`src/sv/mbs_pkg.sv`:
```
// Shared constants and the command type of the marker byte-stuffing encoder.
package mbs_pkg;

  localparam int MAX_PAYLOAD_DEF = 254;
  localparam logic [7:0] MARKER_RESET = 8'd126;
  localparam logic [7:0] NO_MARKER = 8'hFF;

  localparam logic OP_PUSH = 1'b0;
  localparam logic OP_PULL = 1'b1;

  localparam logic [1:0] CMD_WRITE = 2'd0;
  localparam logic [1:0] CMD_READ = 2'd1;
  localparam logic [1:0] CMD_DIRECT = 2'd2;

  typedef struct packed {
    logic [1:0] kind;
    logic [7:0] addr;
    logic [7:0] wdata;
    logic       wflag;
    logic       link_we;
    logic [7:0] link_addr;
    logic [7:0] value;
    logic       is_overhead;
    logic       last;
    logic       last_marker;
  } mbs_cmd_t;

endpackage

```
`src/sv/mbs_if.sv`:
```
// Valid/ready channel interfaces for input items and encoded results.
interface mbs_in_if;
  logic       valid;
  logic       ready;
  logic       opcode;
  logic [7:0] data_byte;

  modport source (output valid, output opcode, output data_byte, input ready);
  modport sink (input valid, input opcode, input data_byte, output ready);
endinterface


```
`src/sv/mbs_front.sv`:
```
// Front end: accepts items, tracks packet bookkeeping and issues back-end commands.
module mbs_front #(
  parameter int MAX_PAYLOAD = mbs_pkg::MAX_PAYLOAD_DEF
) (
  input  logic             clk,
  input  logic             rst_n,
  input  logic             cfg_we,
  input  logic [7:0]       cfg_wdata,
  mbs_in_if.sink           in_chan,
  output logic             cmd_valid,
  output mbs_pkg::mbs_cmd_t cmd,
  input  logic             q_full
);

  localparam int AW = (MAX_PAYLOAD > 1) ? $clog2(MAX_PAYLOAD) : 1;
  localparam int CW = $clog2(MAX_PAYLOAD + 1);

  logic [7:0]    marker_r;
  logic [CW-1:0] count_r, count_nxt;
  logic [7:0]    first_r, first_nxt;
  logic [AW-1:0] prev_r, prev_nxt;
  logic          seen_r, seen_nxt;
  logic [CW-1:0] rpos_r, rpos_nxt;
  logic          reading_r, reading_nxt;
  logic          accept;
  logic          match;
  logic [AW-1:0] pos;
  logic [AW-1:0] ridx;
  logic          fin;

  assign in_chan.ready = !q_full;
  assign accept = in_chan.valid && in_chan.ready;
  assign match = (in_chan.data_byte == marker_r);
  assign pos = AW'(count_r);
  assign ridx = AW'(rpos_r - CW'(1));
  assign fin = (rpos_r >= count_r);

  always_comb begin
    count_nxt = count_r;
    first_nxt = first_r;
    prev_nxt = prev_r;
    seen_nxt = seen_r;
    rpos_nxt = rpos_r;
    reading_nxt = reading_r;
    cmd_valid = 1'b0;
    cmd = '0;
    if (accept) begin
      if (in_chan.opcode == mbs_pkg::OP_PUSH) begin
        if (!reading_r && (count_r < CW'(MAX_PAYLOAD))) begin
          cmd_valid = 1'b1;
          cmd.kind = mbs_pkg::CMD_WRITE;
          cmd.addr = 8'(pos);
          cmd.wdata = in_chan.data_byte;
          cmd.wflag = match;
          cmd.link_we = match && seen_r;
          cmd.link_addr = 8'(prev_r);
          cmd.value = 8'(AW'(pos - prev_r));
          if (match) begin
            if (!seen_r) begin
              first_nxt = 8'(pos);
            end
            prev_nxt = pos;
            seen_nxt = 1'b1;
          end
          count_nxt = count_r + CW'(1);
        end
      end else begin
        cmd_valid = 1'b1;
        if (!reading_r) begin
          cmd.kind = mbs_pkg::CMD_DIRECT;
          cmd.value = first_r;
          cmd.is_overhead = 1'b1;
          cmd.last = (count_r == '0);
          if (count_r == '0) begin
            first_nxt = mbs_pkg::NO_MARKER;
            prev_nxt = '0;
            seen_nxt = 1'b0;
            rpos_nxt = '0;
          end else begin
            reading_nxt = 1'b1;
            rpos_nxt = CW'(1);
          end
        end else begin
          cmd.kind = mbs_pkg::CMD_READ;
          cmd.addr = 8'(ridx);
          cmd.last = fin;
          cmd.last_marker = (ridx == prev_r);
          if (fin) begin
            count_nxt = '0;
            first_nxt = mbs_pkg::NO_MARKER;
            prev_nxt = '0;
            seen_nxt = 1'b0;
            rpos_nxt = '0;
            reading_nxt = 1'b0;
          end else begin
            rpos_nxt = rpos_r + CW'(1);
          end
        end
      end
    end
  end

  always_ff @(posedge clk) begin
    if (!rst_n) begin
      marker_r <= mbs_pkg::MARKER_RESET;
      count_r <= '0;
      first_r <= mbs_pkg::NO_MARKER;
      prev_r <= '0;
      seen_r <= 1'b0;
      rpos_r <= '0;
      reading_r <= 1'b0;
    end else begin
      if (cfg_we) begin
        marker_r <= cfg_wdata;
      end
      count_r <= count_nxt;
      first_r <= first_nxt;
      prev_r <= prev_nxt;
      seen_r <= seen_nxt;
      rpos_r <= rpos_nxt;
      reading_r <= reading_nxt;
    end
  end

endmodule

```
`src/flat_wrapper.sv`:
```
// flat-port wrapper written by rule: the top's interface ports become plain ports
module mbs_front_flat 
#(
  parameter int MAX_PAYLOAD = mbs_pkg::MAX_PAYLOAD_DEF
)
  (clk, rst_n, cfg_we, cfg_wdata, cmd_valid, cmd, q_full, in_chan_valid, in_chan_opcode, in_chan_data_byte, in_chan_ready);
  mbs_in_if in_chan_i ();
  input  logic clk;
  input  logic rst_n;
  input  logic cfg_we;
  input  logic [7:0] cfg_wdata;
  output logic cmd_valid;
  output mbs_pkg::mbs_cmd_t cmd;
  input  logic q_full;
  input wire logic [$bits(in_chan_i.valid)-1:0] in_chan_valid;
  input wire logic [$bits(in_chan_i.opcode)-1:0] in_chan_opcode;
  input wire logic [$bits(in_chan_i.data_byte)-1:0] in_chan_data_byte;
  output wire logic [$bits(in_chan_i.ready)-1:0] in_chan_ready;
  assign in_chan_i.valid = in_chan_valid;
  assign in_chan_i.opcode = in_chan_opcode;
  assign in_chan_i.data_byte = in_chan_data_byte;
  assign in_chan_ready = in_chan_i.ready;
  mbs_front #(.MAX_PAYLOAD(MAX_PAYLOAD)) u_core (.clk(clk), .rst_n(rst_n), .cfg_we(cfg_we), .cfg_wdata(cfg_wdata), .in_chan(in_chan_i), .cmd_valid(cmd_valid), .cmd(cmd), .q_full(q_full));
endmodule
```
`config.mk`:
```
export PLATFORM = sky130hd
export DESIGN_NAME = mbs_front_flat
export DESIGN_NICKNAME = d
export VERILOG_FILES = /design/src/sv/mbs_pkg.sv /design/src/sv/mbs_if.sv /design/src/sv/mbs_front.sv /design/src/flat_wrapper.sv
export SDC_FILE = /design/constraint.sdc
export NUM_CORES = 1
export LEC_CHECK = 0
export BUFFER_PORTS_ARGS = -buffer_cell sky130_fd_sc_hd__buf_2
export CORE_ASPECT_RATIO = 0.5
export CORE_MARGIN = 4
export CORE_UTILIZATION = 36
export DETAILED_ROUTE_END_ITERATION = 7
export HOLD_SLACK_MARGIN = 0.02
export PLACE_DENSITY = 0.68
export SLEW_MARGIN = 10
export SYNTH_ARGS = -nofsm -noshare
export SYNTH_HDL_FRONTEND = slang
export SYNTH_SLANG_ARGS = --single-unit
```
`constraint.sdc`:
```
create_clock -name clk -period 3.94 [get_ports clk]
set_input_delay 0.788 -clock clk [delete_from_list [all_inputs] [get_ports clk]]
set_output_delay 0.788 -clock clk [all_outputs]
set_load 0.02 [all_outputs]
```
After elaboration in Yosys (flattened, before gate mapping)
Index checks and enable logic that the tools add are counted.
{"block": "op_classes", "n_mux": 42, "n_reduce_logical": 12, "n_lt_le_gt_ge": 2, "n_addsub": 4, "eq_ne": 7}
{"operator": "two-way mux 8 bit", "n": 20}
{"operator": "two-way mux 39 bit", "n": 1}
{"operator": "two-way mux 34 bit", "n": 1}
{"operator": "two-way mux 18 bit", "n": 1}
{"operator": "adder 8 x 1 -> 8 bit, second input constant", "n": 2}
{"operator": "equality test 8 bit", "n": 2}
{"operator": "two-way mux 1 bit", "n": 15}
{"operator": "two-way mux 10 bit", "n": 1}
{"operator": "two-way mux 9 bit", "n": 1}
{"operator": "greater-or-equal comparator 8 bit", "n": 1}
{"operator": "logical NOT 8 bit", "n": 1}
{"operator": "< comparator 8 bit, second input constant", "n": 1}
{"operator": "subtractor 8 x 1 -> 8 bit, second input constant", "n": 1}
{"operator": "subtractor 8 bit", "n": 1}
{"operator": "AND reduction 6 bit", "n": 1}
{"operator": "AND reduction 5 bit", "n": 1}
{"operator": "!= test 2 x 1 -> 1 bit, second input constant", "n": 2}
{"operator": "AND reduction 4 bit", "n": 1}
{"operator": "nonzero test 2 bit", "n": 2}
{"operator": "logical AND 1 bit", "n": 3}
{"operator": "two-way mux 3 bit", "n": 1}
{"operator": "!= test 3 x 1 -> 1 bit, second input constant", "n": 1}
{"operator": "!= test 3 bit, second input constant", "n": 1}
{"operator": "logical NOT 1 bit", "n": 2}
{"operator": "other kinds (3)", "n": 3}
{"block": "totals", "ff_bits": 42, "input_bits": 22, "out_inout_bits": 41}

Depth between registers and ports, before layout
{"block": "depth", "depth_word": 5, "depth_mapped": 9}

Worst setup path after synthesis
OpenSTA, ideal clock, no wires.
{"block": "synth_timing", "path_type": "input to output", "start": "in q_full", "end": "out cmd[0] (netlist bit)", "path_stages": 6, "t_required_ns": 3.152, "arrival_ns": 2.173, "slack_ns": 0.979, "n_path_buf": 1, "cell_sequence": "and3b_1 -> clkbuf_1 -> nand4_1 -> a211oi_1 -> nand3_1 -> a311oi_1"}
{"item": "from (decl)", "line": "flat_wrapper.sv:14", "source": "input logic q_full;"}
{"item": "to (decl)", "line": "flat_wrapper.sv:13", "source": "output mbs_pkg::mbs_cmd_t cmd;"}

==> results.sh <==
export IMPL_cp_start_kind="flip-flop"
export IMPL_worst_setup_path_type="reg2out"
export IMPL_yosys_area_share_simple=0.2283
export IMPL_synth_area_mux_share=0.02715
export IMPL_drc_errors=0
export IMPL_peakVddDrop_mv=0.1517
export IMPL_postRouteAntennaNets=0
export IMPL_antenna_found_initial=0
export IMPL_critPathRequiredTime_ns=3.15
export IMPL_place_gp_congestion=0.8197
export IMPL_synth_enable_flop_cells=0
export IMPL_yosys_warnings=0
export IMPL_grt_overflow=0
export IMPL_cts_hold_buf=0
export IMPL_ios=63
export IMPL_tightest_slew_ns=0.8677
export IMPL_clock_sinks=42
export IMPL_status="complete, no violations"
export IMPL_endpoint_kind="output pin"
export IMPL_final_common_cell="buf_2"
export IMPL_antenna_cells=0
export IMPL_dp_hpwl_um=5914
export IMPL_cts_max_path_buffers=2
export IMPL_post_route_min_period_ns=3.297
export IMPL_synth_compound_area_frac=0.2062
export IMPL_max_freq_mhz=303.3
export IMPL_max_cap_violations=0
export IMPL_post_route_period_util=0.8367
export IMPL_finClkSkew_ns=0.009071
export IMPL_drtIter0Drc=152
export IMPL_synthArstFlopShare=0
export IMPL_rsz0062_at_grt="no"
export IMPL_core_area_sq_um=7971
export IMPL_setup_slack_ns=0.6434
export IMPL_yosysSeqAreaShare=0.2851
export IMPL_grt_max_degree=22
export IMPL_wl_um=7661
export IMPL_slew_viol_final=0
export IMPL_max_slew_margin=0.4215
export IMPL_vias_per_cell=5.161
export IMPL_cts_resized=0
export IMPL_r2r_start="u_core.count_r[5]"
export IMPL_postCtsSetupBuffers=0
export IMPL_path_clk_slew_ns=0.06
export IMPL_hp_class="reg2reg"
export IMPL_cts_tree="built"
export IMPL_syn_area_sq_um=2949
export IMPL_leakage_nw=1.457
export IMPL_hold_ws_ns=0.4823
export IMPL_clk_latency_ns=0.28
export IMPL_critPathCapture="cmd[9]"
export IMPL_dp_slack_ns=0.7118
export IMPL_synth_top_family_by_area="simple AND/OR/NAND/NOR gates"
export IMPL_rows=23
export IMPL_firstDrtPassIters=4
export IMPL_synth_adder_area_share=0.08740
export IMPL_p_per_area_nw_per_um2=276.9
export IMPL_synth_avg_cell_area_sq_um=8.238
export IMPL_io_buffers=62
export IMPL_startpoint="u_core.count_r[0]"
export IMPL_wl_per_cell_um=14.70
export IMPL_final_setup_viol_count=0
export IMPL_syn_nets=400
export IMPL_htree_levels=2
export IMPL_ctsRootBufferMaster="clkbuf_16"
export IMPL_yosys_register_bits=42
export IMPL_synthCells=358
export IMPL_numCtsBuffers=5
export IMPL_synth_ff_type="dfxtp_1"
export IMPL_fin_util=0.4334
export IMPL_flow_area_growth_from_synthesis_pct=17.14
export IMPL_die_h_um=72
export IMPL_worst_r2r_setup_slack_ns=1.34
export IMPL_grt_usage=0.1592
export IMPL_final_nets=451
export IMPL_die_area_sq_um=9792
export IMPL_synthXorXnorAreaFrac=0.09801
export IMPL_grt_pass1_wl_um=12370
export IMPL_final_setup_tns_ns=0
export IMPL_path_max_fanout=9
export IMPL_hold_viol=0
export IMPL_vias=2689
export IMPL_start_util=0.3700
export IMPL_drive_above_1_share=0.2103
export IMPL_ff2ff_path_depth=7
export IMPL_r2r_end="u_core.count_r[0]"
export IMPL_layout_cells_most_common_list="62 x buf_2, 42 x dfxtp_1, 33 x nor2_1"
export IMPL_die_x_um=136
export IMPL_worst_endpoint_arrival_ns=2.51
export IMPL_grt_pass1_vias=2462
export IMPL_yosys_cell_types_count=51
-- power by group --
part           switching (mW)  total (mW)  internal (mW)
Combinational          0.0771       0.125         0.0476
Clock                   0.163       0.392          0.229
Sequential            0.00833       0.440          0.431
Total                   0.248       0.956          0.708
-- cell usage after synthesis (4+ instances only) --
| cell | count | share of area |
|---|---|---|
| o21ai_0 | 8 | 0.014 |
| nor3_1 | 10 | 0.017 |
| nand3_1 | 10 | 0.017 |
| dfxtp_1 | 42 | 0.29 |
| a21oi_1 | 14 | 0.024 |
| a211oi_1 | 14 | 0.036 |
| nor2_1 | 33 | 0.042 |
| a22o_1 | 10 | 0.030 |
| nor2b_1 | 5 | 0.011 |
| o31ai_1 | 5 | 0.013 |
| and2_1 | 14 | 0.030 |
| xor2_1 | 19 | 0.056 |
| mux2i_1 | 8 | 0.027 |
| nand4_1 | 5 | 0.011 |
| buf_2 | 4 | 0.0068 |
| clkbuf_1 | 14 | 0.018 |
| or4_1 | 6 | 0.015 |
| o22a_1 | 8 | 0.024 |
| o21ai_1 | 8 | 0.014 |
| ha_1 | 19 | 0.081 |
| nand2_1 | 24 | 0.031 |
| xnor2_1 | 14 | 0.042 |
| inv_1 | 23 | 0.029 |
-- metrics by stage --
step	power (mW)	cells	instance area, sq um
floorplan	0.5337	358	2949
global placement	0.5737	514	3319
detailed placement	0.5743	514	3319
CTS	0.9691	521	3455
global route	1.003	521	3455
finish	0.9564	521	3455
-- worst max-delay path: stages (launching register included) --
cell and delay, ns:
dfxtp_1 0.41, inv_1 0.16, ha_1 0.21, inv_1 0.06, fa_1 0.43, a211oi_1 0.24, o21bai_1 0.10, a21oi_1 0.18
xor2_1 0.18, o21ai_1 0.07, buf_2 0.17
-- layer usage --
metal / part of all wire / track usage / vias to the layer above / wire (um)
met3: 0.067 / 0.03740 / 5 / 510
met1: 0.48 / 0.2256 / 1256 / 3710
met4: 0.0059 / 0.03799 / 0 / 45
met5: 0 / 0 / - / 0
li1: - / - / 1369 / -
met2: 0.44 / 0.2466 / 59 / 3395
-- logic make-up (layout without fill, tap and decap cells) --
kind of cell    Yosys count  count (layout)
buf+inv                  46              97
xor+xnor                 33              33
compound gates           82              82
fa+ha+maj                20              20
flops                    42              42
simple gates            127             127
mux                       8               8
-- flip-flops by register name, summed over array words and instances, names as in the netlist --
register,count
u_core.seen_r,1
u_core.count_r,8
u_core.marker_r,8
u_core.rpos_r,8
u_core.prev_r,8
u_core.reading_r,1
u_core.first_r,8
-- final cells by class --
cell class / instances / area, sq um
Sequential cell: 42 / 840.8
Multi-Input combinational cell: 270 / 1908
Clock inverter: 2 / 10.01
Inverter: 24 / 90.09
Clock buffer: 5 / 125.1
Timing Repair Buffer: 66 / 340.3
Tap cell: 112 / 140.1
Fill cell: 808 / 4517
-- how the worst min path moves through the flow --
| stage | startpoint | endpoint | slack (ns) | cells past startpoint |
|---|---|---|---|---|
| 2_1_floorplan | u_core.prev_r[3] | u_core.prev_r[3] | 0.45 | 1 |
| 3_3_place_gp | u_core.prev_r[3] | u_core.prev_r[3] | 0.46 | 1 |
| 3_5_place_dp | u_core.prev_r[3] | u_core.prev_r[3] | 0.47 | 1 |
| 4_1_cts | u_core.prev_r[4] | u_core.prev_r[4] | 0.48 | 1 |
| 5_1_grt | u_core.prev_r[3] | u_core.prev_r[3] | 0.50 | 1 |
| 6_report | u_core.first_r[0] | u_core.first_r[0] | 0.48 | 1 |
Note: power is estimated with default switching activity, not from simulation.
