==> src/sv/mbs_pkg.sv <==
// Shared constants and the command type of the marker byte-stuffing encoder.
package mbs_pkg;

  localparam int MAX_PAYLOAD_DEF = 254;
  localparam logic [7:0] MARKER_RESET = 8'd126;
  localparam logic [7:0] NO_MARKER = 8'hFF;

  localparam logic OP_PUSH = 1'b0;
  localparam logic OP_PULL = 1'b1;

  localparam logic [1:0] CMD_WRITE = 2'd0;
  localparam logic [1:0] CMD_READ = 2'd1;
  localparam logic [1:0] CMD_DIRECT = 2'd2;

  typedef struct packed {
    logic [1:0] kind;
    logic [7:0] addr;
    logic [7:0] wdata;
    logic       wflag;
    logic       link_we;
    logic [7:0] link_addr;
    logic [7:0] value;
    logic       is_overhead;
    logic       last;
    logic       last_marker;
  } mbs_cmd_t;

endpackage

==> src/sv/mbs_if.sv <==


interface mbs_out_if;
  logic       valid;
  logic       ready;
  logic [7:0] out_byte;
  logic       is_overhead;
  logic       last;

  modport source (output valid, output out_byte, output is_overhead, output last,
                  input ready);
  modport sink (input valid, input out_byte, input is_overhead, input last,
                output ready);
endinterface

==> src/sv/mbs_back.sv <==
// Back end: payload and link memories, read stage and output register.
module mbs_back #(
  parameter int MAX_PAYLOAD = mbs_pkg::MAX_PAYLOAD_DEF
) (
  input  logic              clk,
  input  logic              rst_n,
  input  logic              head_valid,
  input  mbs_pkg::mbs_cmd_t head_cmd,
  output logic              pop,
  mbs_out_if.source         out_chan
);

  localparam int AW = (MAX_PAYLOAD > 1) ? $clog2(MAX_PAYLOAD) : 1;

  logic [8:0]    dmem [MAX_PAYLOAD];
  logic [AW-1:0] lmem [MAX_PAYLOAD];

  logic          s1_valid_r;
  logic          s1_direct_r;
  logic [7:0]    s1_value_r;
  logic          s1_ovh_r;
  logic          s1_last_r;
  logic          s1_lastmk_r;
  logic [8:0]    dq_r;
  logic [AW-1:0] lq_r;

  logic          out_valid_r;
  logic [7:0]    out_byte_r;
  logic          out_ovh_r;
  logic          out_last_r;

  logic          s1_adv;
  logic          s1_free;
  logic          is_write;
  logic          pop_rd;
  logic [7:0]    s1_byte;

  assign s1_adv = s1_valid_r && (!out_valid_r || out_chan.ready);
  assign s1_free = !s1_valid_r || s1_adv;
  assign is_write = (head_cmd.kind == mbs_pkg::CMD_WRITE);
  assign pop = head_valid && (is_write || s1_free);
  assign pop_rd = pop && !is_write;

  always_comb begin
    if (s1_direct_r) begin
      s1_byte = s1_value_r;
    end else if (dq_r[8]) begin
      s1_byte = s1_lastmk_r ? 8'd0 : 8'(lq_r);
    end else begin
      s1_byte = dq_r[7:0];
    end
  end

  always_ff @(posedge clk) begin
    if (pop && is_write) begin
      dmem[head_cmd.addr[AW-1:0]] <= {head_cmd.wflag, head_cmd.wdata};
      if (head_cmd.link_we) begin
        lmem[head_cmd.link_addr[AW-1:0]] <= head_cmd.value[AW-1:0];
      end
    end
    if (pop_rd && (head_cmd.kind == mbs_pkg::CMD_READ)) begin
      dq_r <= dmem[head_cmd.addr[AW-1:0]];
      lq_r <= lmem[head_cmd.addr[AW-1:0]];
    end
  end

  always_ff @(posedge clk) begin
    if (pop_rd) begin
      case (head_cmd.kind)
        mbs_pkg::CMD_DIRECT: s1_direct_r <= 1'b1;
        default:             s1_direct_r <= 1'b0;
      endcase
      s1_value_r <= head_cmd.value;
      s1_ovh_r <= head_cmd.is_overhead;
      s1_last_r <= head_cmd.last;
      s1_lastmk_r <= head_cmd.last_marker;
    end
    if (s1_adv) begin
      out_byte_r <= s1_byte;
      out_ovh_r <= s1_ovh_r;
      out_last_r <= s1_last_r;
    end
  end

  always_ff @(posedge clk) begin
    if (!rst_n) begin
      s1_valid_r <= 1'b0;
      out_valid_r <= 1'b0;
    end else begin
      if (pop_rd) begin
        s1_valid_r <= 1'b1;
      end else if (s1_adv) begin
        s1_valid_r <= 1'b0;
      end
      if (s1_adv) begin
        out_valid_r <= 1'b1;
      end else if (out_chan.ready) begin
        out_valid_r <= 1'b0;
      end
    end
  end

  assign out_chan.valid = out_valid_r;
  assign out_chan.out_byte = out_byte_r;
  assign out_chan.is_overhead = out_ovh_r;
  assign out_chan.last = out_last_r;

endmodule

==> src/flat_wrapper.sv <==
// flat-port wrapper written by rule: the top's interface ports become plain ports
module mbs_back_flat 
#(
  parameter int MAX_PAYLOAD = mbs_pkg::MAX_PAYLOAD_DEF
)
  (clk, rst_n, head_valid, head_cmd, pop, out_chan_valid, out_chan_out_byte, out_chan_is_overhead, out_chan_last, out_chan_ready);
  mbs_out_if out_chan_i ();
  input  logic clk;
  input  logic rst_n;
  input  logic head_valid;
  input  mbs_pkg::mbs_cmd_t head_cmd;
  output logic pop;
  output wire logic [$bits(out_chan_i.valid)-1:0] out_chan_valid;
  output wire logic [$bits(out_chan_i.out_byte)-1:0] out_chan_out_byte;
  output wire logic [$bits(out_chan_i.is_overhead)-1:0] out_chan_is_overhead;
  output wire logic [$bits(out_chan_i.last)-1:0] out_chan_last;
  input wire logic [$bits(out_chan_i.ready)-1:0] out_chan_ready;
  assign out_chan_valid = out_chan_i.valid;
  assign out_chan_out_byte = out_chan_i.out_byte;
  assign out_chan_is_overhead = out_chan_i.is_overhead;
  assign out_chan_last = out_chan_i.last;
  assign out_chan_i.ready = out_chan_ready;
  mbs_back #(.MAX_PAYLOAD(MAX_PAYLOAD)) u_core (.clk(clk), .rst_n(rst_n), .head_valid(head_valid), .head_cmd(head_cmd), .pop(pop), .out_chan(out_chan_i));
endmodule
==> config.mk <==
export PLATFORM = sky130hd
export DESIGN_NAME = mbs_back_flat
export DESIGN_NICKNAME = d
export VERILOG_FILES = /design/src/sv/mbs_pkg.sv /design/src/sv/mbs_if.sv /design/src/sv/mbs_back.sv /design/src/flat_wrapper.sv
export SDC_FILE = /design/constraint.sdc
export NUM_CORES = 2
export LEC_CHECK = 0
export BUFFER_PORTS_ARGS = -buffer_cell sky130_fd_sc_hd__buf_2
export CAP_MARGIN = 40
export CORE_ASPECT_RATIO = 1.1
export CORE_MARGIN = 8
export CORE_UTILIZATION = 50
export DETAILED_ROUTE_END_ITERATION = 10
export GPL_TIMING_DRIVEN = 0
export PLACE_DENSITY = 0.76
export SETUP_SLACK_MARGIN = 0.1
export SLEW_MARGIN = 20
export SYNTH_ARGS = -nofsm -noshare
export SYNTH_HDL_FRONTEND = slang
export SYNTH_MEMORY_MAX_BITS = 65536
export SYNTH_SLANG_ARGS = --single-unit
==> constraint.sdc <==
create_clock -name clk -period 7.1 [get_ports clk]
set_clock_uncertainty 0.05 [all_clocks]
set_input_delay 2.13 -clock clk [delete_from_list [all_inputs] [get_ports clk]]
set_output_delay 2.13 -clock clk [all_outputs]
set_load 0.01 [all_outputs]
# Word level (Yosys, flattened, before mapping)
# Memory sizes are Yosys's and may differ from the RTL's. A register that Yosys moved wholly into a read port is not among the register bits.
# Cells that the tools add are included.
[word_totals] register_bits=24 latch_bits=0 ram_bits=4318 rom_bits=0 inputBits=43 output_inout_bits=12 word_cells=41 memories=2
[op_classes] addsub=0 multipliers=0 n_div=0 n_lt_le_gt_ge=0 eq_ne=2 n_shift=0 n_mux=13 bitwise=0 reduce_logical=14
[mem_list] memory="u_core.dmem" depth=254 width=9 read_ports=1 rd_clocked_by_memory_dff=1 write_ports=1 line_no="mbs_back.sv:15" text="logic [8:0] dmem [MAX_PAYLOAD];"
[mem_list] memory="u_core.lmem" depth=254 width=8 read_ports=1 rd_clocked_by_memory_dff=1 write_ports=1 line_no="mbs_back.sv:16" text="logic [AW-1:0] lmem [MAX_PAYLOAD];"
[op_table] op="two-way mux 8 bit" n=3
[op_table] op="two-way mux 1 bit" n=10
[op_table] op="logical AND 1 bit" n=5
[op_table] op="nonzero test 2 bit" n=2
[op_table] op="zero test 1 bit" n=3
[op_table] op="logical OR 1 bit" n=3
[op_table] op="== test 2 x 1 -> 1 bit (second input constant)" n=1
[op_table] op="== test 2 bit (second input constant)" n=1
[op_table] op="zero test 2 bit" n=1

# Longest topological paths before layout
[depth] depth_word=9 ltp_mapped=11 depth_no_buf=6

# Least setup slack after synthesis
# Ideal clock, no wire load.
[synth_path] kind="in2out" startpoint="input port out_chan_ready" endpoint="output port pop" t_arrival_ns=2.579 required_time_ns=4.920 path_slack_ns=2.341 path_stages=3 path_buffers=0 path_cell_list="nor2b_1 > nand2_1 > o21a_1"
[synth_via] elab_chain_len=5
[synth_rtl] item="start, declared" line_no="flat_wrapper.sv:17" text="input wire logic [$bits(out_chan_i.ready)-1:0] out_chan_ready;"
[synth_rtl] item="logical OR 1 bit" line_no="mbs_back.sv:38" text="assign s1_adv = s1_valid_r && (!out_valid_r || out_chan.ready);"
[synth_rtl] item="logical AND 1 bit" line_no="mbs_back.sv:38"
[synth_rtl] item="logical OR 1 bit" line_no="mbs_back.sv:39" text="assign s1_free = !s1_valid_r || s1_adv;"
[synth_rtl] item="logical OR 1 bit" line_no="mbs_back.sv:41" text="assign pop = head_valid && (is_write || s1_free);"
[synth_rtl] item="logical AND 1 bit" line_no="mbs_back.sv:41"
[synth_rtl] item="end, declared" line_no="flat_wrapper.sv:12" text="output logic pop;"
# Every way passes these cells.

# Worst setup path in the final report
[layout_path] startpoint="input port head_cmd[30] (netlist bit)" endpoint="memory u_core.dmem[182][8] (enable)"
[layout_lines] item="start, declared" line_no="flat_wrapper.sv:11" text="input mbs_pkg::mbs_cmd_t head_cmd;"
[layout_lines] item="end, declared" line_no="mbs_back.sv:15"
# No word-level cell before the write port.

==> results.sh <==
export IMPL_synthCells=7677
export IMPL_setup_viol=0
export IMPL_utilization_pct=57.8
export IMPL_initial_core_util_pct=50.2
export IMPL_cap_violations=0
export IMPL_synthTopCellsByCount="edfxtp_1, mux4_2, nor2_1, a22oi_1, clkbuf_1"
export IMPL_ys_flop_type="edfxtp_1"
export IMPL_regArea_um2=131000
export IMPL_ys_async_sr_fraction_pct=0
export IMPL_r2r_end="u_core.dq_r[1]$_DFFE_PP_"
export IMPL_pwr_density_cell_nw_per_um2=277
export IMPL_synth_fp_nets=7720
export IMPL_drive_above_1_share_pct=27.8
export IMPL_ys_seq_area_share_pct=78.5
export IMPL_hold_violations=0
export IMPL_cts_hold_buf=0
export IMPL_finalWirelength_um=536000
export IMPL_path_common_cell="buf_2"
export IMPL_cts_repair_resized=0
export IMPL_yosys_area_top_type="edfxtp_1"
export IMPL_clockBufferDepth=4
export IMPL_clk_latency_ns=1.04
export IMPL_path_clk_slew_ns=0.07
export IMPL_synth_top_area_share_pct=78.5
export IMPL_peakVddDrop_mv=0.283
export IMPL_tritoncts="yes"
export IMPL_status="finished clean"
export IMPL_dr_pass1_iters=6
export IMPL_synth_warnings=0
export IMPL_track_usage_pct=29.5
export IMPL_startpoint="head_cmd[30]"
export IMPL_viasPerCell=6.88
export IMPL_synth_area_per_cell_um2=21.7
export IMPL_dieHeight_um=622
export IMPL_path_cells="clkbuf_1 -> buf_2 -> clkbuf_2 -> buf_2 -> buf_2 -> and3_1 -> nand2_1 -> clkbuf_4 -> nor2_1 -> buf_4"
export IMPL_rrSetupSlack_ns=3.71
export IMPL_worst_slew_pin_slew_ns=1.10
export IMPL_grt_pass1_vias=89087
export IMPL_num_rows=222
export IMPL_period_share_pct=91.6
export IMPL_root_buffer="clkbuf_16"
export IMPL_cts_setup_buffers=0
export IMPL_numPlacedInstances=12380
export IMPL_slowest_stage="clkbuf_2"
export IMPL_fin_worst_hold_slack_ns=0.374
export IMPL_hp_start="u_core.s1_ovh_r$_DFFE_PP_"
export IMPL_drt_initial_drc_count=17239
export IMPL_relSlewSlack_pct=26.0
export IMPL_rr_worst_depth=6
export IMPL_die_area_um2=352000
export IMPL_globalplace_congestion=1.05
export IMPL_post_dp_cell_area_um2=177000
export IMPL_grt_max_degree=141
export IMPL_p_leak_nw=59.8
export IMPL_r2r_start="u_core.dmem[45][1]$_DFFE_PP_"
export IMPL_hold_path_depth=0
export IMPL_multiInputGateArea_um2=33700
export IMPL_yosysMostFrequentCell="edfxtp_1"
export IMPL_wl_per_cell_um=40.0
export IMPL_fin_crit_ns=6.50
export IMPL_slowest_delay_ns=0.74
export IMPL_rsz0062_at_grt="false"
export IMPL_synth_area_top_cells="edfxtp_1, mux4_2, a22oi_1, nor2_1, a21oi_1"
export IMPL_nNetsFinal=8717
export IMPL_htreeDepth=5
export IMPL_hold_path_class="flop to flop"
export IMPL_crit_buf_inv=7
export IMPL_crit_type="primary input to flop"
export IMPL_port_buffer_count=50
export IMPL_crit_required_ns=7.73
export IMPL_drcViolationCount=0
export IMPL_crit_family="buffers and inverters"
export IMPL_ys_types=37
export IMPL_final_max_slew_viol_count=0
export IMPL_cp_end_kind="flop"
export IMPL_layout_cells_non_filler=13421
export IMPL_tns_ns=0
export IMPL_netlist_area_um2=167000
export IMPL_area_delta_synth_final_pct=15.1
export IMPL_fill_cells=22830
export IMPL_stdcell_area_um2=192000
export IMPL_cts_sinks=4359
export IMPL_fp_coreArea_um2=332000
export IMPL_cts_buffers=412
export IMPL_num_io_pins=55
export IMPL_die_width_um=566
export IMPL_crit_path_max_fanout=10
export IMPL_yosys_register_bits=4359
export IMPL_fmax_ghz=0.154
export IMPL_cp_start_kind="primary input"
export IMPL_holdPathEnd="u_core.out_chan.is_overhead$_DFFE_PP_"
export IMPL_synth_edf_count=4357
export IMPL_grt_pass1_wl_um=718000
export IMPL_antenna_found_initial=53
export IMPL_num_vias=92313
export IMPL_dp_hpwl_um=368000
export IMPL_arrival_ns=7.13
export IMPL_grt_overflow=0
export IMPL_antenna_left=0
## cell families (layout without fill, tap and decap cells)
| kind of cell | Yosys count | in the layout | synth area share (%) |
|---|---|---|---|
| multiplexers | 1111 | 1111 | 14.4 |
| AO/OA/AOI/OAI | 901 | 901 | 3.62 |
| flip-flops | 4359 | 4359 | 78.5 |
| buffers and inverters | 481 | 1810 | 1.32 |
| other | 0 | 47 | 0 |
| AND/OR/NAND/NOR | 825 | 825 | 2.09 |
## per-stage QoR
step | worst slack, ns | power, W
final | 0.596 | 0.0531
after global routing | 0.878 | 0.0540
after CTS | 0.493 | 0.0529
after detailed placement | -0.543 | 0.0317
after global placement | -2.64 | 0.0316
after floorplan | 2.34 | 0.0301
## layer usage
layer  global-route usage [%]  up-vias  share of wire [%]
met1                     34.5    47327                 31
met2                     44.2     8623                 45
li1                         -    34448                  -
met4                     23.9       12                 10
met3                     10.2     1903                 14
met5                        0        -              0.014
## sequential cells by signal, summed over array words and instances, names as in the netlist
| name | flops |
|---|---|
| u_core.dmem | 2286 |
| u_core.lmem | 2032 |
| u_core.dq_r | 9 |
| u_core.lq_r | 8 |
| u_core.out_chan.out_byte | 8 |
| u_core.s1_value_r | 8 |
| u_core.out_chan.is_overhead | 1 |
| u_core.out_chan.last | 1 |
| u_core.out_chan.valid | 1 |
| u_core.s1_direct_r | 1 |
| u_core.s1_last_r | 1 |
| u_core.s1_lastmk_r | 1 |
| u_core.s1_ovh_r | 1 |
| u_core.s1_valid_r | 1 |
## worst reg2reg max path, cell delays in order, from the launching register on
cell	delay (ns)
edfxtp_1	0.37
mux4_2	0.51
a22oi_1	0.29
a21oi_1	0.20
nor4_2	1.01
o22ai_1	0.32
or3_1	0.38
## where the power goes
group / internal, W / switching, W
logic: 0.000931 / 0.00207
registers: 0.0283 / 0.00000813
clock network: 0.0119 / 0.00980
## cells in the final DEF (no fill, tap or decap), drive strengths merged, types with 2 or more instances in the layout
cell type	synthesis	final
nand2	111	111
nor2b	35	35
bufinv	0	33
nand2b	16	16
a22oi	511	511
inv	2	18
clkdlybuf4s18	0	2
nor2	548	548
and2	6	6
clkinvlp	0	13
clkbuf	289	805
clkinv	0	178
diode	0	47
o21a	2	2
and3b	2	2
nand3	28	28
a221oi	17	17
dfxtp	2	2
edfxtp	4357	4357
o21ai	28	28
and3	5	5
or2	2	2
mux2i	15	15
nor4	50	50
nor3b	4	4
a211oi	16	16
a21oi	265	265
o211ai	41	41
mux4	1027	1027
buf	190	761
o22ai	17	17
or3	16	16
mux2	69	69
## how the worst max path moves through the flow
stage	cells past startpoint	slack (ns)	end
floorplan	3	2.34	pop
global placement	8	-2.64	u_core.dmem[181][3]$_DFFE_PP_
detailed placement	9	-0.54	u_core.dmem[148][5]$_DFFE_PP_
CTS	9	0.49	u_core.dmem[148][3]$_DFFE_PP_
global route	10	0.88	u_core.dmem[182][8]$_DFFE_PP_
finish	10	0.60	u_core.dmem[182][8]$_DFFE_PP_
## final cells by class
cell class	instances	area share (%)
multi-input combinational	2837	17.6
antenna	47	0.0613
sequential	4359	68.2
buffer	479	1.23
tap	4368	2.85
timing repair buffer	583	3.25
clock buffer	506	5.56
clock inverter	240	1.27
inverter	2	0.00391
Power figures use the tool's default switching activity.
