## config.mk

```make
export PLATFORM = sky130hd
export DESIGN_NAME = mbs_queue
export DESIGN_NICKNAME = d
export VERILOG_FILES = /design/src/sv/mbs_pkg.sv /design/src/sv/mbs_queue.sv
export SDC_FILE = /design/constraint.sdc
export NUM_CORES = 1
export LEC_CHECK = 0
export ABC_CLOCK_PERIOD_IN_PS = 4250
export BUFFER_PORTS_ARGS = -buffer_cell sky130_fd_sc_hd__clkbuf_2
export CELL_PAD_IN_SITES_DETAIL_PLACEMENT = 1
export CELL_PAD_IN_SITES_GLOBAL_PLACEMENT = 1
export CORE_MARGIN = 2
export CORE_UTILIZATION = 47
export CTS_BUF_LIST = sky130_fd_sc_hd__clkbuf_16
export CTS_CLUSTER_DIAMETER = 150
export DETAILED_ROUTE_END_ITERATION = 12
export HOLD_SLACK_MARGIN = 0.08
export PLACE_DENSITY = 0.89
export SLEW_MARGIN = 20
export SYNTH_ARGS = -nofsm -noshare
export SYNTH_HDL_FRONTEND = slang
export SYNTH_SLANG_ARGS = --single-unit
```

## constraint.sdc

```tcl
create_clock -name clk -period 4.25 [get_ports clk]
set_clock_uncertainty 0.15 [all_clocks]
set_input_delay 0.2125 -clock clk [delete_from_list [all_inputs] [get_ports clk]]
set_output_delay 0.2125 -clock clk [all_outputs]
set_load 0.005 [all_outputs]
```

## src/sv/mbs_pkg.sv

```systemverilog
// Shared constants and the command type of the marker byte-stuffing encoder.
package mbs_pkg;

  localparam int MAX_PAYLOAD_DEF = 254;
  localparam logic [7:0] MARKER_RESET = 8'd126;
  localparam logic [7:0] NO_MARKER = 8'hFF;

  localparam logic OP_PUSH = 1'b0;
  localparam logic OP_PULL = 1'b1;

  localparam logic [1:0] CMD_WRITE = 2'd0;
  localparam logic [1:0] CMD_READ = 2'd1;
  localparam logic [1:0] CMD_DIRECT = 2'd2;

  typedef struct packed {
    logic [1:0] kind;
    logic [7:0] addr;
    logic [7:0] wdata;
    logic       wflag;
    logic       link_we;
    logic [7:0] link_addr;
    logic [7:0] value;
    logic       is_overhead;
    logic       last;
    logic       last_marker;
  } mbs_cmd_t;

endpackage

```

## src/sv/mbs_queue.sv

```systemverilog
// Two-entry command queue between the front end and the back end.
module mbs_queue (
  input  logic              clk,
  input  logic              rst_n,
  input  logic              push,
  input  mbs_pkg::mbs_cmd_t push_cmd,
  output logic              full,
  input  logic              pop,
  output logic              head_valid,
  output mbs_pkg::mbs_cmd_t head_cmd
);

  mbs_pkg::mbs_cmd_t entry_r [2];
  logic       wptr_r;
  logic       rptr_r;
  logic [1:0] fill_r;

  assign full = (fill_r == 2'd2);
  assign head_valid = (fill_r != 2'd0);
  assign head_cmd = entry_r[rptr_r];

  always_ff @(posedge clk) begin
    if (push) begin
      entry_r[wptr_r] <= push_cmd;
    end
  end

  always_ff @(posedge clk) begin
    if (!rst_n) begin
      wptr_r <= 1'b0;
      rptr_r <= 1'b0;
      fill_r <= 2'd0;
    end else begin
      if (push) begin
        wptr_r <= !wptr_r;
      end
      if (pop) begin
        rptr_r <= !rptr_r;
      end
      fill_r <= fill_r + 2'(push) - 2'(pop);
    end
  end

endmodule

```

; Word-level counts from Yosys, hierarchy flattened
; Memories as Yosys holds them, arrays and structs flattened. A register that Yosys moved wholly into a read port is not among the register bits.
; Cells that the tools add are included.
; Widths: inputs -> output; s select.
[classes]
muxes = 4
eq_ne = 1
n_reduce_logical = 3
add_sub_neg = 2
[ops]
columns = op, count
row1 = $mux 1, 4
row2 = $add 2x1->2, 1
row3 = $eq 2x2->1 const B, 1
row4 = $logic_not 1->1, 2
row5 = $reduce_bool 2->1, 1
row6 = $sub 2x1->2, 1
[totals]
output_inout_bits = 41
elab_cells = 14
input_bits = 43
regBits = 4
mem_bits_rw = 78
memories = 1
[memory_table]
columns = memory, depth, width, read_ports, rd_clocked_by_memory_dff, wr, line_no
row1 = entry_r, 2, 39, 1, 1, 1, mbs_queue.sv:13  ; mbs_pkg::mbs_cmd_t entry_r [2];

; Longest topological paths before layout
; Gate-level depths: netlist of run 1.
[logic_depth]
depth_word = 3
depth_mapped = 6
depth_no_buf = 6

; Least setup slack after synthesis of run 1
; No wires, ideal clock.
[synth_path]
path_kind = reg2reg
from = register wptr_r
to = memory entry_r[0][0] in the netlist's numbering (enable)
synth_period_minus_slack_ns = 2.673
n_path_buf = 0
setup_ns = 0.441
t_required_ns = 3.659
slack_ns = 1.577
arrival_ns = 2.082
path_stages_with_launch = 2
path_cell_list = dfxtp_1 > nor2b_1
[synth_rtl]
columns = element, line_no
row1 = "start, declared", mbs_queue.sv:14  ; logic wptr_r;
row2 = "start signal, assigned", mbs_queue.sv:35  ; wptr_r <= !wptr_r;
row3 = "end, declared", mbs_queue.sv:13
; No word-level cell before the write port.

==> results of run 1 <==
==> metrics by stage <==
| stage | hold slack, ns | setup WS, ns | power [uW] |
|---|---|---|---|
| global placement | 0.251 | 2.28 | 1160 |
| CTS | 0.0974 | 1.93 | 1940 |
| global route | 0.106 | 1.85 | 2000 |
| floorplan | 0.161 | 1.58 | 1080 |
| finish | 0.106 | 1.98 | 1930 |
| detailed placement | 0.257 | 2.30 | 1170 |
==> kinds of logic after synthesis <==
group | count (synthesis) | share of synthesized area (%)
DFF | 83 | 79.1
AOI/OAI and AO/OA | 1 | 0.243
and+or+nand+nor | 9 | 1.82
xor gates and xnor gates | 2 | 1.01
muxes | 39 | 15.4
adders and majority gates | 2 | 0.810
buffers and inverters | 6 | 1.58
==> final timing paths <==
| kind | start | to | depth (start not counted) |
|---|---|---|---|
| max | register | head_cmd[17] | 2 |
| min | pop | register | 3 |
| max reg2reg | wptr_r | entry_r[1][23] | 1 |
| min reg2reg | rptr_r | register | 2 |
==> power groups by stage <==
stage / Sequential, uW / Combinational [uW] / Clock, uW
after floorplan: 973 / 112 / 0
after detailed placement: 993 / 180 / 0
after CTS: 976 / 211 / 749
after global placement: 990 / 171 / 0
final: 975 / 212 / 744
after global routing: 982 / 228 / 791
==> area by class of cell <==
class                      count  area, sq um
tap                           77         96.3
sequential                    83         2440
clock buffer                   9          225
multi-input combinational     53          606
inverter                       2         7.51
timing repair buffer         124          836
clock inverter                 7         60.1
fill                         574         2080
==> worst max-delay path: cells and delay by family (launching register included) <==
| family | cells | cell delay (ns) |
|---|---|---|
| flip-flops | 1 | 1.00 |
| multiplexers | 1 | 0.44 |
| buffers and inverters | 1 | 0.12 |
==> flip-flops by register name (all words and copies together), names as in the netlist, named ones only <==
signal and flops:
fill_r 2, wptr_r 1, rptr_r 1, entry_r 78
==> placed cells by master (no fill, tap or decap), types with 2 or more instances in the layout <==
master	n
clkbuf_16	9
clkbuf_2	83
edfxtp_1	78
ha_1	2
dfxtp_1	4
inv_1	3
mux2_4	10
nor2b_1	3
mux2_2	29
and2_1	3
dlygate4sd3_1	40
clkinv_2	3
==> timing repair <==
item,4_1_cts,5_1_grt
hold buffers,40,0
gates resized for setup,0,0
hold endpoints to repair,83,0
==> metal layers <==
layer / global-route usage [%] / part of all wire (%)
met5: 0 / 0
met3: 5.93 / 4.5
met1: 22.5 / 38
met4: 7.07 / 1.8
met2: 35.8 / 56
==> reports/qor.txt, run 1 <==
status -> completed
critical path capture point type -> output pin
Seq cells post-synth -> 83
DR iter-0 viols -> 88
RD Place Congestion -> 0.650
initial antenna violation count -> 0
final hold vios -> 0
Net Sw Frac -> 21.1%
Root Buffer -> clkbuf_16
Placed Cells -> 299
io pins -> 84
DRC Markers -> 0
crit-path max cell delay -> 1.00 ns
Max Fclk -> 440 MHz
fraction of layout cells with a size suffix above 1 -> 50.7%
Clock Pin Slew Worst Setup and Hold Paths -> 0.06 ns
routed vias -> 1751
GRT Total Usage -> 19.9%
Worst Hold Class -> in2reg
Internal Pwr Total -> 1520 uW
measured slew at the worst slew-check pin -> 1.02 ns
RSZ-0062 raised after global routing -> no
number of global-route vias before repair -> 1919
area of the core -> 0.00635 sq mm
dominant cells by area after synthesis -> edfxtp_1 76%, mux2_2 11%, mux2_4 4.9%
vias per inst -> 4.93
sequential fraction of the synthesis area -> 79.1%
routed wire length -> 6.68 mm
Seq pwr share -> 50.5%
worst path arrival time -> 1.91 ns
Design Area, Final -> 0.00427 sq mm
share of the synthesized area in the top cell type -> 75.9%
Worst EP required -> 3.89 ns
FFs w/ async S/R, synth -> 0%
largest net degree at the start of global routing -> 40
grt ovf -> 0
Starting Density -> 48.6%
Die Height -> 85.1 um
flop2flop setup slack -> 2.51 ns
synth warn -> 0
top_reg_cell synth -> edfxtp_1
Layout area overhead -> 38.4%
die area -> 0.00723 sq mm
post-layout util -> 67.3%
die width -> 85.1 um
ANT cells -> 0
Syn Inst Count -> 142
drt wl/cell -> 18.8 um
CTS tree -> done
top cells by count, synth -> 78 x edfxtp_1, 29 x mux2_2, 10 x mux2_4
P_sw -> 407 uW
peak supply drop -> 0.285 mV
global-route wire length before repair -> 10.4 mm
maxcap violations -> 0
most instantiated library cell after synthesis -> edfxtp_1
leading area contributor after synthesis -> edfxtp_1
EDFF count, synth -> 78
synthesized area -> 0.00309 sq mm
CTS H-tree depth -> 3
Final setup viols -> 0
row count -> 29
count of final max-slew check failures -> 0
Netlist cell types -> 15
worst skew pair latency -> 0.33 ns
Leak Pwr -> 0.00170 uW
CTS max path bufs -> 2
syn_nets -> 187
Crit Path Category -> reg2out
Logic pwr share -> 11.0%
Synth Area per Inst -> 21.7 sq um
crit-path cells -> mux2_2, clkbuf_2
PD cells -> 452 mW/mm^2
CTS sink cnt -> 83
nets -> 318
dpl hpwl -> 3.77 mm
Final Critical Period -> 2.27 ns
drt pass-1 iters -> 4
setup_tns -> 0 ns
Setup Buffers After CTS -> 0
Slowest cell on crit path -> dfxtp_2
Non-Filler Instances -> 355
Final ANT Viol Nets -> 0
Max transition margin -> 32.0%
clock network power share -> 38.5%
# port buffers -> 83
Final period util -> 53.4%
CP Launch Type -> register
Num CTS Buffers -> 9
Max FO, Critical Path -> 39
placed cell areas -> 0.00359 sq mm
Note: power is estimated with default switching activity, not from simulation.
==> inputs of run 2 (changes only) <==
--- a/config.mk
+++ b/config.mk
@@ -5,17 +5,18 @@
 export SDC_FILE = /design/constraint.sdc
 export NUM_CORES = 1
 export LEC_CHECK = 0
-export ABC_CLOCK_PERIOD_IN_PS = 4250
+export ABC_AREA = 1
+export ABC_CLOCK_PERIOD_IN_PS = 2270
 export BUFFER_PORTS_ARGS = -buffer_cell sky130_fd_sc_hd__clkbuf_2
 export CELL_PAD_IN_SITES_DETAIL_PLACEMENT = 1
 export CELL_PAD_IN_SITES_GLOBAL_PLACEMENT = 1
 export CORE_MARGIN = 2
-export CORE_UTILIZATION = 47
+export CORE_UTILIZATION = 43
 export CTS_BUF_LIST = sky130_fd_sc_hd__clkbuf_16
 export CTS_CLUSTER_DIAMETER = 150
 export DETAILED_ROUTE_END_ITERATION = 12
 export HOLD_SLACK_MARGIN = 0.08
-export PLACE_DENSITY = 0.89
+export PLACE_DENSITY = 0.83
 export SLEW_MARGIN = 20
 export SYNTH_ARGS = -nofsm -noshare
 export SYNTH_HDL_FRONTEND = slang
==> constraint.sdc (replaced) <==
create_clock -name clk -period 2.27 [get_ports clk]
set_clock_uncertainty 0.15 [all_clocks]
set_input_delay 0.1135 -clock clk [delete_from_list [all_inputs] [get_ports clk]]
set_output_delay 0.1135 -clock clk [all_outputs]
set_load 0.005 [all_outputs]
==> reports/qor.txt, run 2 <==
Compound-Gate Fraction of Synth Area -> 0.162% (-0.081 points)
number of cells on the critical path -> 8 (+6)
Internal Pwr Total -> 2940 uW (+93%)
worst path arrival time -> 2.00 ns (+0.09 ns)
DRC Markers -> 0 (unchanged)
top_reg_cell synth -> edfxtp_1
most frequent cells in the layout -> 83 x clkbuf_2, 78 x edfxtp_1, 43 x dlygate4sd3_1, 29 x mux2_2, 10 x mux2_4
GRT Total Usage -> 17.0% (-2.9 points)
CP Launch Type -> input port
Reg2Reg Depth -> 7 (+6)
# resized after CTS -> 0 (unchanged)
measured slew at the worst slew-check pin -> 0.536 ns (-0.484 ns)
HP Start -> rptr_r
Final Critical Period -> 1.93 ns
Num CTS Buffers -> 9 (unchanged)
Hold Buf Count CTS -> 43 (+7.5%)
Max Fclk -> 518 MHz
Final period util -> 85.0%
leading area contributor after synthesis -> edfxtp_1
Final ANT Viol Nets -> 0 (unchanged)
peak supply drop -> 0.489 mV (+72%)
Largest regs -> entry_r: 78 flops, fill_r: 2 flops
die area -> 0.00787 sq mm (+8.8%)
Layout area overhead -> 41.4%
Final setup viols -> 0 (unchanged)
sequential fraction of the synthesis area -> 79.2% (about the same)
Crit Reg-Reg Endpoint -> fill_r[0]
synth warn -> 0 (unchanged)
final hold vios -> 0 (unchanged)
CTS H-tree depth -> 3 (unchanged)
syn_nets -> 199 (+6.4%)
top cells by count, synth -> 78 x edfxtp_1, 29 x mux2_2, 10 x mux2_4
Slowest cell on crit path -> dlygate4sd3_1
synthesized area -> 0.00309 sq mm (about the same)
global-route wire length before repair -> 9.58 mm (-7.6%)
Seq pwr share -> 48.6% (-1.9 points)
Die Height -> 88.7 um (+4.3%)
PD cells -> 846 mW/mm^2 (+87%)
CTS sink cnt -> 83 (unchanged)
P_sw -> 752 uW (+85%)
Top reg by flops -> entry_r
status -> completed
largest family of logic cells by synthesized area -> multiplexers
clock network power share -> 41.1% (+2.6 points)
flop2flop setup slack -> 0.42 ns (-2.09 ns)
crit-path cells -> dlygate4sd3_1, clkbuf_2, ha_1, inv_1, ha_1, nand2_1, dlygate4sd3_1, inv_1
CTS max path bufs -> 2 (unchanged)
drt pass-1 iters -> 4 (unchanged)
simple-gate share of the synthesized area -> 2.23% (+0.41 points)
Clock Pin Slew Worst Setup and Hold Paths -> 0.06 ns (about the same)
Worst path top cell family by delay -> buffers and inverters
drt wl/cell -> 16.0 um (-15%)
EDFF count, synth -> 78 (unchanged)
area share of fa/ha/maj cells after synthesis -> 0.811% (about the same)
Worst Path Buf+Inv -> 5 (+4)
ANT cells -> 0 (unchanged)
most common cell after layout, fill and taps aside -> clkbuf_2
row count -> 30 (+3.4%)
RSZ-0062 raised after global routing -> no
critical path capture point type -> register
CTS tree -> done
crit path capture -> fill_r[0]
share of the synthesized area in the top cell type -> 75.9% (about the same)
routed vias -> 1828 (+4.4%)
# port buffers -> 83 (unchanged)
Crit Path Category -> in2reg
Max transition margin -> 64.3% (+32 points)
Leak Pwr -> 0.00175 uW (+3.1%)
Max FO, Critical Path -> 3 (-92%)
Starting Density -> 44.9% (-3.7 points)
Synth Area per Inst -> 20.0 sq um (-7.9%)
most instantiated library cell after synthesis -> edfxtp_1
mux cell area share after synthesis -> 15.5% (about the same)
worst r2r src -> fill_r[0]
initial antenna violation count -> 0 (unchanged)
die width -> 88.7 um (+4.3%)
Seq cells post-synth -> 83 (unchanged)
routed wire length -> 6.27 mm (-6.0%)
dpl hpwl -> 3.80 mm (+0.88%)
Worst Hold Class -> reg2reg
FFs w/ async S/R, synth -> 0% (unchanged)
Largest register FFs -> 78 (unchanged)
io pins -> 84 (unchanged)
grt ovf -> 0 (unchanged)
fraction of layout cells with a size suffix above 1 -> 48.0% (-2.7 points)
crit-path max cell delay -> 0.54 ns (-0.46 ns)
setup_tns -> 0 ns (unchanged)
Net Sw Frac -> 20.4% (-0.73 points)
DR iter-0 viols -> 115 (+31%)
Syn Inst Count -> 154 (+8.5%)
worst skew pair latency -> 0.32 ns (about the same)
filler cell count -> 627 (+9.2%)
maxcap violations -> 0 (unchanged)
nets -> 336 (+5.7%)
CP Launch Point -> pop
Synth Area in XOR/XNOR -> 0% (-1.0 points)
count of final max-slew check failures -> 0 (unchanged)
Worst EP required -> 2.34 ns (-1.55 ns)
dominant cells by area after synthesis -> edfxtp_1 76%, mux2_2 11%, mux2_4 4.9%
Netlist cell types -> 13 (-2)
post-layout util -> 63.5% (-3.8 points)
largest net degree at the start of global routing -> 40 (unchanged)
Setup Buffers After CTS -> 0 (unchanged)
area of the core -> 0.00687 sq mm (+8.2%)
Root Buffer -> clkbuf_16
vias per inst -> 4.66 (-5.5%)
total chip power -> 3690 uW (+91%)
number of global-route vias before repair -> 1966 (+2.4%)
Logic pwr share -> 10.4% (-0.6 points)
RD Place Congestion -> 0.654 (+0.58%)
run 2: cell count changes after synthesis:
cell     before  now
o21a_1        1    0
and2_1        4    0
nand2_1       0    9
xnor3_1       1    0
xor2_1        1    0
nand3_1       0    1
inv_1         2    7
or2_2         1    0
a21oi_1       0    1
nor2_1        0    8
nor2b_1       4    0
run 2: cell families (layout without fill, tap and decap cells):
family / after synthesis / count (layout)
multiplexers: 39 / 39
adder cells (fa/ha/maj): 2 / 2
AO/OA/AOI/OAI: 1 / 1
flip-flops: 83 / 83
buffers and inverters: 11 / 153
AND/OR/NAND/NOR: 18 / 18
run 2: worst reg2reg max path, delay by kind of cell (launching register included):
kind	cells	cell delay, ns
buf+inv	4	0.69
fa+ha+maj	2	0.53
flops	1	0.33
simple gates	1	0.06
run 2: worst min path at each step:
stage                endpoint  cells past startpoint
3_3_place_gp   entry_r[1][33]                      1
3_5_place_dp   entry_r[1][13]                      1
4_1_cts        entry_r[1][24]                      2
5_1_grt         entry_r[1][1]                      2
2_1_floorplan       fill_r[0]                      2
6_report             register                      2
run 2: layout make-up:
type | count | area [sq um] | share of cell area (%)
clock buffers | 9 | 225 | 5.16
clock inverters | 7 | 90.1 | 2.06
inverters | 7 | 26.3 | 0.602
multi-input cells | 60 | 583 | 13.4
flip-flops and latches | 83 | 2440 | 56.0
well taps | 96 | 120 | 2.75
repair buffers | 130 | 876 | 20.1
run 2: routing by layer:
layer / share of wire (%) / routed length (um) / up-vias / GRT usage [%]
li1: - / - / 856 / -
met1: 41 / 2570 / 889 / 19.7
met2: 52 / 3260 / 69 / 28.9
met3: 4.9 / 307 / 14 / 4.85
met4: 2.1 / 134 / 0 / 8.54
met5: 0 / 0 / - / 0
run 2: per-stage QoR:
stage | std cells | hold slack (ns) | instance area (sq um) | setup WS [ns]
2_1_floorplan | 154 | 0.0570 | 3090 | 0.358
5_1_grt | 392 | 0.359 | 4360 | 0.271
4_1_cts | 392 | 0.349 | 4360 | 0.347
3_3_place_gp | 333 | 0.154 | 3620 | 0.791
6_report | 392 | 0.355 | 4360 | 0.340
3_5_place_dp | 333 | 0.157 | 3620 | 0.724
run 2: power groups by stage:
stage          Combinational [uW]  Sequential [uW]  Clock (uW)
2_1_floorplan                 175             1820           0
5_1_grt                       423             1800        1620
6_report                      383             1790        1520
3_3_place_gp                  312             1820           0
3_5_place_dp                  323             1830           0
4_1_cts                       387             1790        1550
==> inputs of run 3 (changes only) <==
--- a/config.mk
+++ b/config.mk
@@ -17,6 +17,7 @@
 export DETAILED_ROUTE_END_ITERATION = 12
 export HOLD_SLACK_MARGIN = 0.08
 export PLACE_DENSITY = 0.83
+export RECOVER_POWER = 50
 export SLEW_MARGIN = 20
 export SYNTH_ARGS = -nofsm -noshare
 export SYNTH_HDL_FRONTEND = slang
==> reports/qor.txt, run 3 (synthesized netlist as in run 2, its figures left out) <==
Starting Density -> 44.9% (unchanged)
Die Height -> 88.7 um (unchanged)
Root Buffer -> clkbuf_16
crit-path max cell delay -> 0.76 ns (+0.22 ns)
global-route wire length before repair -> 9.58 mm (unchanged)
Slowest cell on crit path -> clkbuf_2
final hold vios -> 0 (unchanged)
CTS max path bufs -> 2 (unchanged)
status -> completed
Worst EP required -> 2.06 ns (-0.28 ns)
most frequent cells in the layout -> 78 x edfxtp_1, 48 x clkbuf_2, 43 x dlygate4sd3_1, 35 x clkbuf_1, 29 x mux2_2
drt wl/cell -> 15.9 um (-0.56%)
post-layout util -> 62.8% (-0.69 points)
Placed Cells -> 333 (unchanged)
Final Critical Period -> 1.98 ns (+0.0504 ns)
drt pass-1 iters -> 4 (unchanged)
Final period util -> 87.3% (+2.2 points)
Layout area overhead -> 39.9%
most common cell after layout, fill and taps aside -> edfxtp_1
area of the core -> 0.00687 sq mm (unchanged)
maxcap violations -> 0 (unchanged)
Max FO, Critical Path -> 39 (+36)
Top reg by flops -> entry_r
RD Place Congestion -> 0.654 (unchanged)
Non-Filler Instances -> 392 (unchanged)
Clock Pin Slew Worst Setup and Hold Paths -> 0.06 ns (about the same)
die width -> 88.7 um (unchanged)
# port buffers -> 83 (unchanged)
largest net degree at the start of global routing -> 40 (unchanged)
vias per inst -> 4.64 (-0.44%)
row count -> 30 (unchanged)
ANT cells -> 0 (unchanged)
CP Launch Type -> input port
number of global-route vias before repair -> 1966 (unchanged)
io pins -> 84 (unchanged)
Worst Hold Class -> reg2reg
routed wire length -> 6.24 mm (-0.56%)
worst skew pair latency -> 0.32 ns (about the same)
Leak Pwr -> 0.00164 uW (-6.2%)
Final setup viols -> 0 (unchanged)
worst path arrival time -> 1.77 ns (-0.23 ns)
critical path capture point type -> register
initial antenna violation count -> 0 (unchanged)
nets -> 336 (unchanged)
# resized after CTS -> 0 (unchanged)
dpl hpwl -> 3.80 mm (unchanged)
RSZ-0062 raised after global routing -> no
DRC Markers -> 0 (unchanged)
die area -> 0.00787 sq mm (unchanged)
GRT Total Usage -> 17.0% (unchanged)
measured slew at the worst slew-check pin -> 1.04 ns (+0.506 ns)
routed vias -> 1820 (-0.44%)
Largest regs -> entry_r: 78 flops, fill_r: 2 flops
count of final max-slew check failures -> 0 (unchanged)
Final ANT Viol Nets -> 0 (unchanged)
Crit Path Category -> in2reg
peak supply drop -> 0.520 mV (+6.5%)
setup_tns -> 0 ns (unchanged)
CTS H-tree depth -> 3 (unchanged)
DR iter-0 viols -> 82 (-29%)
fraction of layout cells with a size suffix above 1 -> 35.8% (-12 points)
CTS sink cnt -> 83 (unchanged)
Max transition margin -> 30.5% (-34 points)
grt ovf -> 0 (unchanged)
CTS tree -> done
Largest register FFs -> 78 (unchanged)
PD cells -> 853 mW/mm^2 (+0.87%)
crit-path cells -> dlygate4sd3_1, clkbuf_1, inv_1, nor2_4, clkbuf_2
Max Fclk -> 505 MHz (-2.5%)
Num CTS Buffers -> 9 (unchanged)
==> run 3: cell counts in the layout (fill, tap and decap cells not counted) <==
No cell type changed its count.
==> run 3: worst max-delay path, delay by kind of cell <==
kind	cells	cell delay [ns]
buffers and inverters	4	1.54
AND/OR/NAND/NOR	1	0.07
==> run 3: final timing paths <==
kind / endpoint / slack [ns] / start / depth (start not counted)
setup / recovery: entry_r[0][25] / 0.29 / push / 5
hold / removal: register / 0.35 / rptr_r / 2
setup reg to reg: fill_r[0] / 0.42 / fill_r[0] / 7
hold reg to reg: register / 0.35 / rptr_r / 2
==> run 3: layout make-up <==
cell class | instances | area [sq um]
Inverter | 7 | 26.3
Clock buffer | 9 | 225
Sequential cell | 83 | 2440
Multi-Input combinational cell | 60 | 583
Fill cell | 647 | 2550
Clock inverter | 7 | 90.1
Timing Repair Buffer | 130 | 828
Tap cell | 96 | 120
==> run 3: repair_timing <==
item                                   CTS  global route
hold buffers                            43             0
endpoints found under the hold margin   83             0
buffers inserted                         0             0
==> run 3: where the power goes <==
| part | internal (uW) | switching (uW) | total, uW | leakage [uW] |
|---|---|---|---|---|
| Clock | 959 | 558 | 1520 | 0.000155 |
| Combinational | 200 | 173 | 372 | 0.000712 |
| Sequential | 1770 | 22.2 | 1790 | 0.000774 |
| Total | 2930 | 753 | 3680 | 0.00164 |
==> run 3: through the flow <==
step / total power [uW] / hold WS (ns) / area [sq um] / setup WS [ns]
finish: 3680 / 0.355 / 4320 / 0.289
global route: 3840 / 0.362 / 4320 / 0.144
CTS: 3730 / 0.349 / 4360 / 0.347
detailed placement: 2150 / 0.157 / 3620 / 0.724
global placement: 2130 / 0.154 / 3620 / 0.791
floorplan: 1990 / 0.0570 / 3090 / 0.358
==> run 3: routing by layer <==
layer / vias to the layer above / track usage, % / share of wire (%)
met4: 0 / 8.54 / 1.7
met3: 10 / 4.85 / 4.7
met5: - / 0 / 0
li1: 855 / - / -
met2: 69 / 28.9 / 53
met1: 886 / 19.7 / 41
